### src/hdl/srtf_pkg.sv
`default_nettype none

package srtf_pkg;

   // Table geometry
   localparam int SLOTS = 16;
   localparam int IDX_W = (SLOTS > 1) ? $clog2(SLOTS) : 1;
   localparam int CNT_W = $clog2(SLOTS + 1);

   // Time counter limit
   localparam logic [23:0] TIME_MAX = 24'hFF_FFFF;

   // Request operations; the spare code is taken and dropped
   localparam logic [1:0] OP_ADD   = 2'd0;
   localparam logic [1:0] OP_TICK  = 2'd1;
   localparam logic [1:0] OP_CLEAR = 2'd2;
   localparam logic [1:0] OP_SPARE = 2'd3;

   // Response status codes
   localparam logic [2:0] ST_ADDED   = 3'd0;
   localparam logic [2:0] ST_FULL    = 3'd1;
   localparam logic [2:0] ST_RAN     = 3'd2;
   localparam logic [2:0] ST_IDLE    = 3'd3;
   localparam logic [2:0] ST_CLEARED = 3'd4;

   typedef enum logic [2:0] {
      SEQ_IDLE,
      SEQ_SCAN,
      SEQ_TURN,
      SEQ_WAIT,
      SEQ_SEND
   } seq_state_type;

   typedef struct packed {
      logic [1:0]  op;
      logic [7:0]  process_id;
      logic [15:0] arrival_time;
      logic [15:0] burst_time;
   } req_type;

   typedef struct packed {
      logic [2:0]  status;
      logic [7:0]  running_id;
      logic [23:0] tick_index;
      logic        finished;
      logic [23:0] completion_time;
      logic [23:0] turnaround_time;
      logic [23:0] waiting_time;
   } rsp_type;

endpackage

`default_nettype wire

### src/hdl/srtf_scheduler_unit.sv
`default_nettype none

// Shortest-remaining-time-first scheduler over a table of process slots.
// Requests arrive on req_valid / req_stall / req_data: an add stores a
// process in the next free slot, a tick runs the best ready process for one
// time unit, a clear empties the table and zeroes the clock. Every add, tick
// and clear yields one response on rsp_valid / rsp_stall / rsp_data; the
// unused operation code is taken and dropped without a response.
// An add or clear goes from acceptance straight to the SEND state.
// A tick walks the slot table through one shared compare unit, one slot per
// cycle, then works out turnaround and waiting time in the TURN and WAIT
// states before SEND, which passes the result to the output register.
// req_stall is high while a transaction is being worked on, so a new request
// is taken only once the previous one has left SEND.
// A response waits in the output register while rsp_stall is high; the next
// request is still taken, and its result is held back until that register
// frees. Reset (synchronous, active high) empties the table, zeroes the
// clock and drops any response in flight.
module srtf_scheduler_unit (
   input  wire              clock,
   input  wire              reset,
   input  wire              req_valid,
   output logic             req_stall,
   input  wire srtf_pkg::req_type req_data,
   output logic             rsp_valid,
   input  wire              rsp_stall,
   output srtf_pkg::rsp_type rsp_data
);

   localparam int IW = srtf_pkg::IDX_W;
   localparam int CW = srtf_pkg::CNT_W;

   // Sequencer and table state
   srtf_pkg::seq_state_type state_ff, state_in;
   logic [CW-1:0]           count_ff, count_in;
   logic [23:0]             time_ff, time_in;

   logic [7:0]  slot_id_ff  [srtf_pkg::SLOTS];
   logic [15:0] slot_arr_ff [srtf_pkg::SLOTS];
   logic [15:0] slot_bst_ff [srtf_pkg::SLOTS];
   logic [15:0] slot_rem_ff [srtf_pkg::SLOTS];

   // Scan and result working registers
   logic [IW-1:0]     scan_ff, scan_in;
   logic              found_ff, found_in;
   logic [IW-1:0]     best_idx_ff, best_idx_in;
   logic [7:0]        best_id_ff, best_id_in;
   logic [15:0]       best_arr_ff, best_arr_in;
   logic [15:0]       best_bst_ff, best_bst_in;
   logic [15:0]       best_rem_ff, best_rem_in;
   logic [23:0]       done_ff, done_in;
   srtf_pkg::rsp_type res_ff, res_in;

   logic              rsp_valid_ff, rsp_valid_in;
   srtf_pkg::rsp_type rsp_data_ff, rsp_data_in;

   logic              req_take;
   logic              out_free;
   logic              slot_wr;
   logic              rem_wr;
   logic              eligible;
   logic              better;
   logic [15:0]       cur_arr;
   logic [15:0]       cur_rem;

   assign req_stall = (state_ff != srtf_pkg::SEQ_IDLE);
   assign req_take  = req_valid && !req_stall;
   assign out_free  = !rsp_valid_ff || !rsp_stall;
   assign rsp_valid = rsp_valid_ff;
   assign rsp_data  = rsp_data_ff;

   // Compare the slot under the scan pointer against the best so far
   assign cur_arr  = slot_arr_ff[scan_ff];
   assign cur_rem  = slot_rem_ff[scan_ff];
   assign eligible = (CW'(scan_ff) < count_ff) && (cur_rem != 16'd0) &&
                     ({8'd0, cur_arr} <= res_ff.tick_index);
   assign better   = !found_ff || (cur_rem < best_rem_ff) ||
                     ((cur_rem == best_rem_ff) && (cur_arr < best_arr_ff));

   // Next state
   always_comb begin
      state_in = state_ff;
      case (state_ff)
         srtf_pkg::SEQ_IDLE: begin
            if (req_take) begin
               case (req_data.op)
                  srtf_pkg::OP_ADD:   state_in = srtf_pkg::SEQ_SEND;
                  srtf_pkg::OP_TICK:  state_in = srtf_pkg::SEQ_SCAN;
                  srtf_pkg::OP_CLEAR: state_in = srtf_pkg::SEQ_SEND;
                  default:            state_in = srtf_pkg::SEQ_IDLE;
               endcase
            end
         end
         srtf_pkg::SEQ_SCAN: begin
            if (scan_ff == IW'(srtf_pkg::SLOTS - 1)) begin
               state_in = srtf_pkg::SEQ_TURN;
            end
         end
         srtf_pkg::SEQ_TURN: state_in = srtf_pkg::SEQ_WAIT;
         srtf_pkg::SEQ_WAIT: state_in = srtf_pkg::SEQ_SEND;
         srtf_pkg::SEQ_SEND: begin
            if (out_free) begin
               state_in = srtf_pkg::SEQ_IDLE;
            end
         end
         default: state_in = srtf_pkg::SEQ_IDLE;
      endcase
   end

   // Datapath and output values
   always_comb begin
      count_in     = count_ff;
      time_in      = time_ff;
      scan_in      = scan_ff;
      found_in     = found_ff;
      best_idx_in  = best_idx_ff;
      best_id_in   = best_id_ff;
      best_arr_in  = best_arr_ff;
      best_bst_in  = best_bst_ff;
      best_rem_in  = best_rem_ff;
      done_in      = done_ff;
      res_in       = res_ff;
      rsp_valid_in = rsp_valid_ff;
      rsp_data_in  = rsp_data_ff;
      slot_wr      = 1'b0;
      rem_wr       = 1'b0;

      // drop a response once the receiver takes it
      if (rsp_valid_ff && !rsp_stall) begin
         rsp_valid_in = 1'b0;
      end

      case (state_ff)
         srtf_pkg::SEQ_IDLE: begin
            if (req_take) begin
               res_in = '0;
               case (req_data.op)
                  srtf_pkg::OP_ADD: begin
                     if (count_ff == CW'(srtf_pkg::SLOTS)) begin
                        res_in.status = srtf_pkg::ST_FULL;
                     end else begin
                        res_in.status = srtf_pkg::ST_ADDED;
                        slot_wr       = 1'b1;
                        count_in      = count_ff + CW'(1);
                     end
                  end
                  srtf_pkg::OP_TICK: begin
                     res_in.tick_index = time_ff;
                     scan_in           = '0;
                     found_in          = 1'b0;
                     done_in = (time_ff == srtf_pkg::TIME_MAX) ?
                               srtf_pkg::TIME_MAX : time_ff + 24'd1;
                  end
                  srtf_pkg::OP_CLEAR: begin
                     res_in.status = srtf_pkg::ST_CLEARED;
                     count_in      = '0;
                     time_in       = '0;
                  end
                  default: ;
               endcase
            end
         end
         srtf_pkg::SEQ_SCAN: begin
            // keep the best ready slot, advance the pointer
            if (eligible && better) begin
               found_in    = 1'b1;
               best_idx_in = scan_ff;
               best_id_in  = slot_id_ff[scan_ff];
               best_arr_in = cur_arr;
               best_bst_in = slot_bst_ff[scan_ff];
               best_rem_in = cur_rem;
            end
            scan_in = scan_ff + IW'(1);
         end
         srtf_pkg::SEQ_TURN: begin
            // run the chosen slot, work out turnaround
            time_in = done_ff;
            if (!found_ff) begin
               res_in.status = srtf_pkg::ST_IDLE;
            end else begin
               res_in.status     = srtf_pkg::ST_RAN;
               res_in.running_id = best_id_ff;
               rem_wr            = 1'b1;
               if (best_rem_ff == 16'd1) begin
                  res_in.finished        = 1'b1;
                  res_in.completion_time = done_ff;
                  res_in.turnaround_time = done_ff - {8'd0, best_arr_ff};
               end
            end
         end
         srtf_pkg::SEQ_WAIT: begin
            // waiting time, clamped at zero
            if (res_ff.finished) begin
               if (res_ff.turnaround_time >= {8'd0, best_bst_ff}) begin
                  res_in.waiting_time = res_ff.turnaround_time - {8'd0, best_bst_ff};
               end else begin
                  res_in.waiting_time = '0;
               end
            end
         end
         srtf_pkg::SEQ_SEND: begin
            if (out_free) begin
               rsp_valid_in = 1'b1;
               rsp_data_in  = res_ff;
            end
         end
         default: ;
      endcase
   end

   // Control registers
   always_ff @(posedge clock) begin
      if (reset) begin
         state_ff     <= srtf_pkg::SEQ_IDLE;
         count_ff     <= '0;
         time_ff      <= '0;
         rsp_valid_ff <= 1'b0;
      end else begin
         state_ff     <= state_in;
         count_ff     <= count_in;
         time_ff      <= time_in;
         rsp_valid_ff <= rsp_valid_in;
      end
   end

   // Payload registers and slot table
   always_ff @(posedge clock) begin
      scan_ff     <= scan_in;
      found_ff    <= found_in;
      best_idx_ff <= best_idx_in;
      best_id_ff  <= best_id_in;
      best_arr_ff <= best_arr_in;
      best_bst_ff <= best_bst_in;
      best_rem_ff <= best_rem_in;
      done_ff     <= done_in;
      res_ff      <= res_in;
      rsp_data_ff <= rsp_data_in;
      if (slot_wr) begin
         slot_id_ff[count_ff[IW-1:0]]  <= req_data.process_id;
         slot_arr_ff[count_ff[IW-1:0]] <= req_data.arrival_time;
         slot_bst_ff[count_ff[IW-1:0]] <= req_data.burst_time;
         slot_rem_ff[count_ff[IW-1:0]] <= req_data.burst_time;
      end
      if (rem_wr) begin
         slot_rem_ff[best_idx_ff] <= best_rem_ff - 16'd1;
      end
   end

endmodule

`default_nettype wire
### config.mk
export PLATFORM = sky130hd
export DESIGN_NAME = srtf_scheduler_unit
export DESIGN_NICKNAME = d
export VERILOG_FILES = /design/src/hdl/srtf_pkg.sv /design/src/hdl/srtf_scheduler_unit.sv
export SDC_FILE = /design/constraint.sdc
export NUM_CORES = 1
export LEC_CHECK = 0
export BUFFER_PORTS_ARGS = -buffer_cell sky130_fd_sc_hd__buf_4
export CAP_MARGIN = 20
export CORE_MARGIN = 2
export CORE_UTILIZATION = 48
export CTS_CLUSTER_DIAMETER = 100
export DETAILED_ROUTE_END_ITERATION = 10
export HOLD_SLACK_MARGIN = 0.12
export PLACE_DENSITY = 0.74
export SYNTH_ARGS = -nofsm -noshare
export SYNTH_HDL_FRONTEND = slang
export SYNTH_SLANG_ARGS = --single-unit
### constraint.sdc
create_clock -name clock -period 7.75 [get_ports clock]
set_clock_uncertainty 0.1 [all_clocks]
set_input_delay 1.55 -clock clock [delete_from_list [all_inputs] [get_ports clock]]
set_output_delay 1.55 -clock clock [all_outputs]
set_load 0.01 [all_outputs]
Word level (Yosys, flattened, before mapping)
Memory sizes are Yosys's and may differ from the RTL's. A register that Yosys moved wholly into a read port is not among the register bits.
Cells that the tools add are included.
{"block": "op_classes", "add_sub_neg": 6, "order_cmp": 5, "n_eq_ne": 21, "n_mux": 48, "reduce_logical": 36}
{"cell": "24-bit two-way mux", "count": 5}
{"cell": "108-bit two-way mux", "count": 1}
{"cell": "49-bit two-way mux", "count": 2}
{"cell": "49-bit case mux with 2 select lines", "count": 1}
{"cell": "24-bit case mux with 2 select lines", "count": 2}
{"cell": "24-bit by 16-bit subtractor with 24-bit output", "count": 2}
{"cell": "16-bit less-than comparator", "count": 2}
{"cell": "24-bit by 1-bit adder with 24-bit output (second input constant)", "count": 1}
{"cell": "24-bit equality test (second input constant)", "count": 1}
{"cell": "24-bit by 16-bit >= comparator with 1-bit output", "count": 1}
{"cell": "16-bit by 24-bit <= comparator with 1-bit output", "count": 1}
{"cell": "11-bit case mux with 2 select lines", "count": 1}
{"cell": "4-bit two-way mux", "count": 5}
{"cell": "1-bit two-way mux", "count": 19}
{"cell": "3-bit AND reduction", "count": 6}
{"cell": "16-bit by 1-bit equality test with 1-bit output (second input constant)", "count": 1}
{"cell": "16-bit equality test", "count": 1}
{"cell": "16-bit two-way mux", "count": 1}
{"cell": "2-bit != test (second input constant)", "count": 8}
{"cell": "16-bit nonzero test", "count": 1}
{"cell": "16-bit OR reduction", "count": 1}
{"cell": "16-bit by 1-bit subtractor with 16-bit output (second input constant)", "count": 1}
{"cell": "3-bit case mux with 5 select lines", "count": 1}
{"cell": "3-bit case mux with 2 select lines", "count": 2}
{"cell": "other kinds (27)", "count": 49}
{"block": "word_totals", "ff_bits": 314, "mem_bits_rw": 896, "inputBits": 46, "out_inout_bits": 110, "elab_cells": 144, "mem_count": 4}
{"memory": "slot_arr_ff", "words": 16, "width": 16, "rd": 1, "rd_clocked_by_memory_dff": 1, "wr": 1, "line": "srtf_scheduler_unit.sv:39", "text": "logic [15:0] slot_arr_ff [srtf_pkg::SLOTS];"}
{"memory": "slot_bst_ff", "words": 16, "width": 16, "rd": 1, "rd_clocked_by_memory_dff": 1, "wr": 1, "line": "srtf_scheduler_unit.sv:40", "text": "logic [15:0] slot_bst_ff [srtf_pkg::SLOTS];"}
{"memory": "slot_rem_ff", "words": 16, "width": 16, "rd": 1, "rd_clocked_by_memory_dff": 1, "wr": 1, "line": "srtf_scheduler_unit.sv:41", "text": "logic [15:0] slot_rem_ff [srtf_pkg::SLOTS];"}
{"memory": "slot_id_ff", "words": 16, "width": 8, "rd": 1, "rd_clocked_by_memory_dff": 1, "wr": 1, "line": "srtf_scheduler_unit.sv:38", "text": "logic [7:0] slot_id_ff [srtf_pkg::SLOTS];"}

Longest topological paths before layout
Gate-level depths: netlist of the first run.
{"block": "depth", "word_depth": 8, "ltp_mapped": 15}

Least setup slack after synthesis of the first run
OpenSTA, ideal clock, no wires.
{"block": "synth_timing", "path_kind": "input -> register", "start": "in rsp_stall", "end": "reg rsp_data_ff (netlist bit rsp_data[0]) (enable)", "setup_time_ps": 610, "arrival_time_ps": 6645, "slack_ps": 395, "path_stages": 1, "cell_sequence": "a21oi_1"}
{"block": "synth_via", "elab_chain_len": 3}
{"element": "from (decl)", "line": "srtf_scheduler_unit.sv:26", "text": "input wire rsp_stall,"}
{"element": "1-bit zero test", "line": "srtf_scheduler_unit.sv:68", "text": "assign out_free = !rsp_valid_ff || !rsp_stall;"}
{"element": "1-bit logical OR", "line": "srtf_scheduler_unit.sv:68"}
{"element": "2-bit AND reduction (no source line)"}
{"element": "to (signal assigned)", "line": "srtf_scheduler_unit.sv:237", "text": "rsp_data_ff <= rsp_data_in;"}
{"element": "to (decl)", "line": "srtf_scheduler_unit.sv:55", "text": "srtf_pkg::rsp_type rsp_data_ff, rsp_data_in;"}
No other way between the ends.
A chain may end at the register's enable or synchronous reset.

==> results.md, run 1 <==
* First-pass GRT wire length at around 180,000 um
* Slew @ Worst Pin at 1.141 ns
* CP cell instances: buf_4 > mux4_2 > mux4_2 > ha_1 > nand4_1 > or2_2 > nor4_1 > o32a_1 > o211ai_2 > nor2_4 > buf_4
* Worst path slowest cell: dfxtp_4
* H-tree lvl count at 3
* Synth Register Bits at 1,238
* Pwr/cell area at 257.3 nW/um2
* Async S/R FF share, synth at 0%
* Tmin final at 5.620 ns
* Via count at 26.62k
* Sum of negative setup slack at 0 ns
* CP peak stage delay at 0.96 ns
* Routed WL per cell at ~27 um
* CP required at 7.94 ns
* Share of cells above drive strength 1 at 21.39%
* Clk pin slew, worst setup/hold paths at about 0.060 ns
* Max Fanout on Critical Path at 50
* GRT Resource Usage Total at 22.39%
* Headroom to the max-slew limit at 23.60%
* Cell row count at 117
* Max Slew Vio Count at 0
* Post_cts resized at 0
* DRC Markers at 0
* Syn_area_per_cell at 17.93 um2
* Global route overflow at 0
* Worst EP arrival at 5.81 ns
* F_max at 177.9 MHz
* Hold_sp: res_ff[12]$_DFFE_PP_
* Main synth FF type: edfxtp_1
* Tcrit/Tclk final at 72.51%
* Syn Nets at 2,899
* Max IR drop VDD at 0.1936 mV
* Area fraction in compound gates after synthesis at 4.865%
* Final setup vio count at 0
* Crit. End Element: flop
* Total Wirelength at 119,000 um
* Area Overhead vs Synth at 13.84%
* WHS at 0.3178 ns
* Clock root buffer: clkbuf_16
* Final nets at 3,124
* Via density at 5.981
* Worst path top cell family by delay: buffers and inverters
* Mapped Cells at 2,761
* Max-capacitance violation count at 0
* EDFF count, synth at 1,201
* Ports at between 150 and 200
* Pin count of the biggest net entering global routing at 81
* Leak at around 19 nW
* Chip width at 325.1 um
* Buffers on Ports at around 160
* CP startpoint kind: flop
* Initial Util at 48.52%
* Hold buffer count at CTS at 0
* Yosys Warn Count at 0
* Worst Hold Class: flop to flop
* Biggest area consumer among synthesized cells: edfxtp_1
* XOR/XNOR share of the synthesized area at 0.9907%
* Vias in the first global route at 26.68k
* TritonCTS clock tree: yes
* Number of routed nets with antenna violations at 0
* Iteration-0 DRC Markers at 3,384
* Mux cell area share after synthesis at between 10% and 20%
* Top-area cell type share of the netlist area at between 70% and 80%
* Initial antenna violation count at 15
* DPL Wire Length at just over 70,000 um
* Clock Tree Buf Depth at 3
* Post CTS Setup Buffer Count at 0
* Clock Latency Late Sink at between 0.7 and 0.8 ns
* Adder-Cell Fraction of Synth Area at 2.356%
* Register area share after synthesis at 74.35%
* Die height at 325.1 um
* Outcome: finished, final reports clean
* Main combinational cell family by area after synthesis: multiplexers
* RSZ-0062 raised after global routing: no
* Die area at 105,700 um2
* Synth top area cells: edfxtp_1 (73%), mux4_2 (8.7%), ha_1 (2.3%)
* Num CTS Buffers at between 100 and 150
* Routability Congestion at 0.9073
* Core area at 102,000 um2
* Mapped cell area at 49,500 um2
* Setup CP Type: flop to flop
* Simple-Gate Fraction of Synth Area at 4.873%
* Yosys cell types at around 70
* Sink Count at 1,238
* Drt pass-1 iters at 5
* WP buf/inv at 2
* Fin. Hold Viols at 0
placed cells by master, fill, tap and decap left out, drive strengths merged, types with 27 or more instances in the layout:
cell type	n
and3	42
o21ai	84
buf	226
xnor2	34
nand2	139
mux4	191
a21oi	99
dfxtp	37
inv	97
a22oi	59
nand3	27
ha	90
nor2	141
mux2i	80
nor3	27
clkinv	53
clkbuf	137
and2	32
edfxtp	1201
cell usage after synthesis (all sizes together) (18+ instances only):
library cell and instances:
and3 42, mux4 191, edfxtp 1201, buf 39, o21ai 84, dfxtp 37
a21oi 99, nor3 27, xor2 22, a221oi 25, nand2 139, clkbuf 77
nand3 27, a22oi 59, inv 93, ha 90, xnor2 34, mux2i 80
nand4 18, mux2 25, and2 32, nor2 141
worst paths after layout:
path         cells past startpoint  slack (ns)                  endpoint
max                             11        2.13  best_rem_ff[2]$_DFFE_PP_
min                              0        0.32    rsp_data[12]$_DFFE_PP_
max reg2reg                     11        2.13  best_rem_ff[2]$_DFFE_PP_
min reg2reg                      0        0.32    rsp_data[12]$_DFFE_PP_
registers in the layout (all words and copies together), names as in the netlist, named ones only:
register     cells
slot_arr_ff    256
slot_bst_ff    256
slot_rem_ff    256
slot_id_ff     128
res_ff         108
rsp_data       108
done_ff         24
time_ff         24
best_arr_ff     16
best_bst_ff     16
best_rem_ff     16
best_id_ff       8
count_ff         5
best_idx_ff      4
scan_ff          4
state_ff         3
found_ff         1
rsp_valid        1
kinds of logic (layout without fill, tap and decap cells):
group,Yosys count,count (layout)
flip-flops,1238,1238
AND/OR/NAND/NOR,500,500
AO/OA/AOI/OAI,370,370
multiplexers,296,296
buffers and inverters,209,529
adder cells (fa/ha/maj),92,92
XOR/XNOR,56,56
other,0,2
layer usage:
metal	GRT usage [%]	share of wire (%)	up-vias
li1	-	-	11450
met1	30.50	40	13770
met2	37.10	49	1212
met3	4.683	8.6	174
met4	5.485	2.1	20
met5	0	0.10	-
worst reg2reg max path: cells and delay by family (launching register included):
kind | cells | cell delay (ns)
compound gates | 2 | 0.34
mux | 2 | 1.08
buf+inv | 2 | 1.24
flops | 1 | 0.96
simple gates | 4 | 1.12
fa+ha+maj | 1 | 0.33
per-stage QoR:
stage	utilization (%)	area (um2)	total power, mW	worst slack (ns)	instances
3_5_place_dp	51.56	52610	9.115	2.115	4238
6_report	55.23	56350	14.50	2.130	4451
3_3_place_gp	51.56	52610	9.076	2.202	4237
2_1_floorplan	-	49510	8.628	0.3947	2761
4_1_cts	55.21	56330	14.59	2.045	4448
5_1_grt	55.23	56350	14.97	1.733	4449
report_power, final:
part | leakage, nW | switching, mW | total (mW) | internal (mW)
Sequential | 11.3 | 0.111 | 7.63 | 7.52
Combinational | 6.15 | 0.799 | 1.35 | 0.554
Clock | 1.81 | 2.40 | 5.52 | 3.12
Total | 19.2 | 3.31 | 14.5 | 11.2
cell type report:
class / count / area (um2)
timing repair buffer: 226 / 1732
antenna: 2 / 5.005
multi-input combinational: 1314 / 12030
inverter: 93 / 349.1
fill: 7612 / 45680
sequential: 1238 / 36810
clock buffer: 137 / 2979
tap: 1368 / 1712
clock inverter: 73 / 739.5
Power figures use the tool's default switching activity.
==> run 2: changes to the inputs <==
ABC_AREA = 1   (was not set)
clock period = 4.65 ns   (was 7.75 ns; I/O delays follow)
==> run 2 against run 1 <==
Worst setup slack got worse by 1.7 ns; synthesized area rose by 1.5%; global-route usage up 0.76 points; sequential power is 69% higher; critical path depth grew 8; via count increased by 21%; flip-flop and latch count stayed put; cell area rose by 1.3%; critical endpoint is now best_bst_ff[14]$_DFFE_PP_.
==> results.md, run 2 <==
* H-tree lvl count at 3
* Count leader, synth: edfxtp_1
* Biggest area consumer among synthesized cells: edfxtp_1
* Via density at about 5.8
* Vias in the first global route at between 30k and 40k
* Sink Count at 1,238
* EDFF count, synth at between 1k and 1.5k
* Post CTS Setup Buffer Count at 0
* Pwr/cell area at 451.9 nW/um2
* Most common cell after layout, fill and taps aside: edfxtp_1
* Max IR drop VDD at 0.4035 mV
* Tmin final at 4.190 ns
* Chip width at 327.5 um
* Ports at 156
* Mapped cell area at 50,240 um2
* Via count at ~32k
* Pin count of the biggest net entering global routing at a little under 200
* Total power at between 20 and 30 mW
* Main synth FF type: edfxtp_1
* Total Wirelength at 126,000 um
* Worst path slowest cell: buf_4
* Max Fanout on Critical Path at 56
* Worst R2R Setup Slack at 0.46 ns
* Async S/R FF share, synth at 0%
* Headroom to the max-slew limit at a little under a third
* Switching Fraction at 26.28%
* Sum of negative setup slack at 0 ns
* Iteration-0 DRC Markers at between 4k and 5k
* GRT Resource Usage Total at between 20 and 25%
* Synth Register Bits at 1,238
* Drt pass-1 iters at 6
* Placed instance count at between 5k and 6k
* Num CTS Buffers at 118
* Diodes inserted at 0
* Syn_area_per_cell at 12.89 um2
* TritonCTS clock tree: yes
* Core area at between 100,000 and 150,000 um2
* Global route overflow at 0
* Final nets at around 4.2k
* Post-layout util at 55.08%
* Non-Filler Instances at 5,552
* Register area share after synthesis at 73.26%
* WHS at between 0.3 and 0.4 ns
* Clock Tree Buf Depth at 3
* Post_cts resized at 0
* Worst reg-to-reg path cell count at 19
* Crit path top cell by count: nand2_1
* Worst Hold Class: flop to flop
* F_max at around 240 MHz
* Commonest cells after routing, fill and taps aside: edfxtp_1 (1,201), nor2_1 (586), nand2_1 (424)
* DPL Wire Length at about 75,000 um
* Synth top area cells: edfxtp_1 (72%), nor2_1 (4.6%), o21ai_0 (4.2%)
* Max-capacitance violation count at 0
* Sequential share of power at 50.1%
* Die height at 327.5 um
* Die area at 107,300 um2
* Leak at 19.78 nW
* Setup CP Type: flop to flop
* Share of cells above drive strength 1 at 11.70%
* Routability Congestion at around 0.94
* Mapped Cells at 3,898
* DRC Markers at 0
* Buffers on Ports at 155
* Final setup vio count at 0
* Hold buffer count at CTS at 0
* First-pass GRT wire length at 188,500 um
* Yosys Warn Count at 0
* Crit. End Element: flop
* Sink of the worst hold path: rsp_data[71]$_DFFE_PP_
* Tcrit/Tclk final at 90.10%
* Clock Power Share at 35.4%
* Initial antenna violation count at 7
* Initial Util at 48.48%
* Top-area cell type share of the netlist area at 71.78%
* Number of routed nets with antenna violations at 0
* CP required at just under 5 ns
* Hold_sp: res_ff[71]$_DFFE_PP_
* Clock root buffer: clkbuf_16
* CP startpoint kind: flop
* Comb pwr share at 14.4%
* Clk pin slew, worst setup/hold paths at 0.06 ns
* Area Overhead vs Synth at 13.62%
* CP peak stage delay at about 0.49 ns
* Cell row count at 118
* Worst EP arrival at 4.44 ns
* Outcome: finished, final reports clean
* Syn Nets at ~4.0k
* Fin. Hold Viols at 0
* Post-synth top cells: edfxtp_1 (1,201), nor2_1 (612), nand2_1 (425)
* Max Slew Vio Count at 0
* Hold Path Stages at 0
* Clock Latency Late Sink at 0.70 ns
* P_int at 19.02 mW
* Routed WL per cell at 22.70 um
* CP cell instances: inv_2 > buf_4 > o21ai_0 > o221ai_1 > o211ai_1 > nand2_1 > ha_1 > a21oi_1 > o21ai_0 > nand2_1 > o211ai_1 > nand2_1 > a21oi_1 > o21ai_0 > nand2_1 > nor2_1 > nand2_1 > nor2_4 > buf_12
* Worst r2r dst: best_bst_ff[14]$_DFFE_PP_
* RSZ-0062 raised after global routing: no
* Switch Pwr at 6.779 mW
* Yosys cell types at 57
* Slew @ Worst Pin at between 1 and 1.5 ns
==> run 2: power by group through the flow <==
stage | sequential, mW | combinational, mW | clock, mW
global placement | 13.2 | 3.55 | 0
CTS | 12.9 | 3.68 | 9.23
finish | 12.9 | 3.72 | 9.14
floorplan | 13.2 | 2.31 | 0
detailed placement | 13.2 | 3.65 | 0
global route | 13.0 | 4.07 | 9.66
==> run 2: layout make-up <==
cell class	instances	area [um2]
Fill cell	8211	46560
Sequential cell	1238	36810
Multi-Input combinational cell	2258	11950
Clock buffer	148	3128
Timing Repair Buffer	257	2162
Tap cell	1380	1727
Inverter	206	780.7
Clock inverter	65	525.5
==> run 2: worst max path at each step <==
| stage | cells after the start | to | slack (ns) |
|---|---|---|---|
| final | 19 | best_bst_ff[14]$_DFFE_PP_ | 0.46 |
| after CTS | 19 | best_bst_ff[14]$_DFFE_PP_ | 0.52 |
| after global placement | 19 | best_id_ff[4]$_DFFE_PP_ | 0.66 |
| after global routing | 19 | best_bst_ff[14]$_DFFE_PP_ | 0.29 |
| after detailed placement | 19 | best_id_ff[2]$_DFFE_PP_ | 0.64 |
| after floorplan | 8 | slot_arr_ff[0][0]$_DFFE_PP_ | 0.04 |
==> run 2: cell families after synthesis <==
logic type               after synthesis  share of synthesized area [%]
AND/OR/NAND/NOR                     1256                          10.23
XOR/XNOR                              43                         0.7496
flip-flops                          1238                          73.26
buffers and inverters                402                          3.292
adder cells (fa/ha/maj)               92                          2.321
AO/OA/AOI/OAI                        867                          10.15
==> run 2: metal layers <==
| metal | share of wire (%) | wire length (um) | vias up | global-route usage (%) |
|---|---|---|---|---|
| met1 | 40 | 50020 | 15770 | 32.24 |
| li1 | - | - | 14610 | - |
| met4 | 2.9 | 3609 | 14 | 6.931 |
| met2 | 47 | 59320 | 1683 | 37.10 |
| met5 | 0.081 | 102 | - | 0 |
| met3 | 10 | 12990 | 252 | 4.469 |
==> run 2: stage by stage <==
step | instance area [um2] | setup slack, ns
2_1_floorplan | 50250 | 0.03780
3_3_place_gp | 53400 | 0.6601
3_5_place_dp | 53430 | 0.6442
4_1_cts | 57080 | 0.5195
5_1_grt | 57090 | 0.2890
6_report | 57090 | 0.4602
==> run 2: critical path, delay by kind of cell (launching register included) <==
| kind | cells | cell delay, ns |
|---|---|---|
| fa+ha+maj | 1 | 0.26 |
| compound gates | 8 | 1.33 |
| buf+inv | 3 | 0.89 |
| simple gates | 7 | 0.73 |
| flops | 1 | 0.45 |
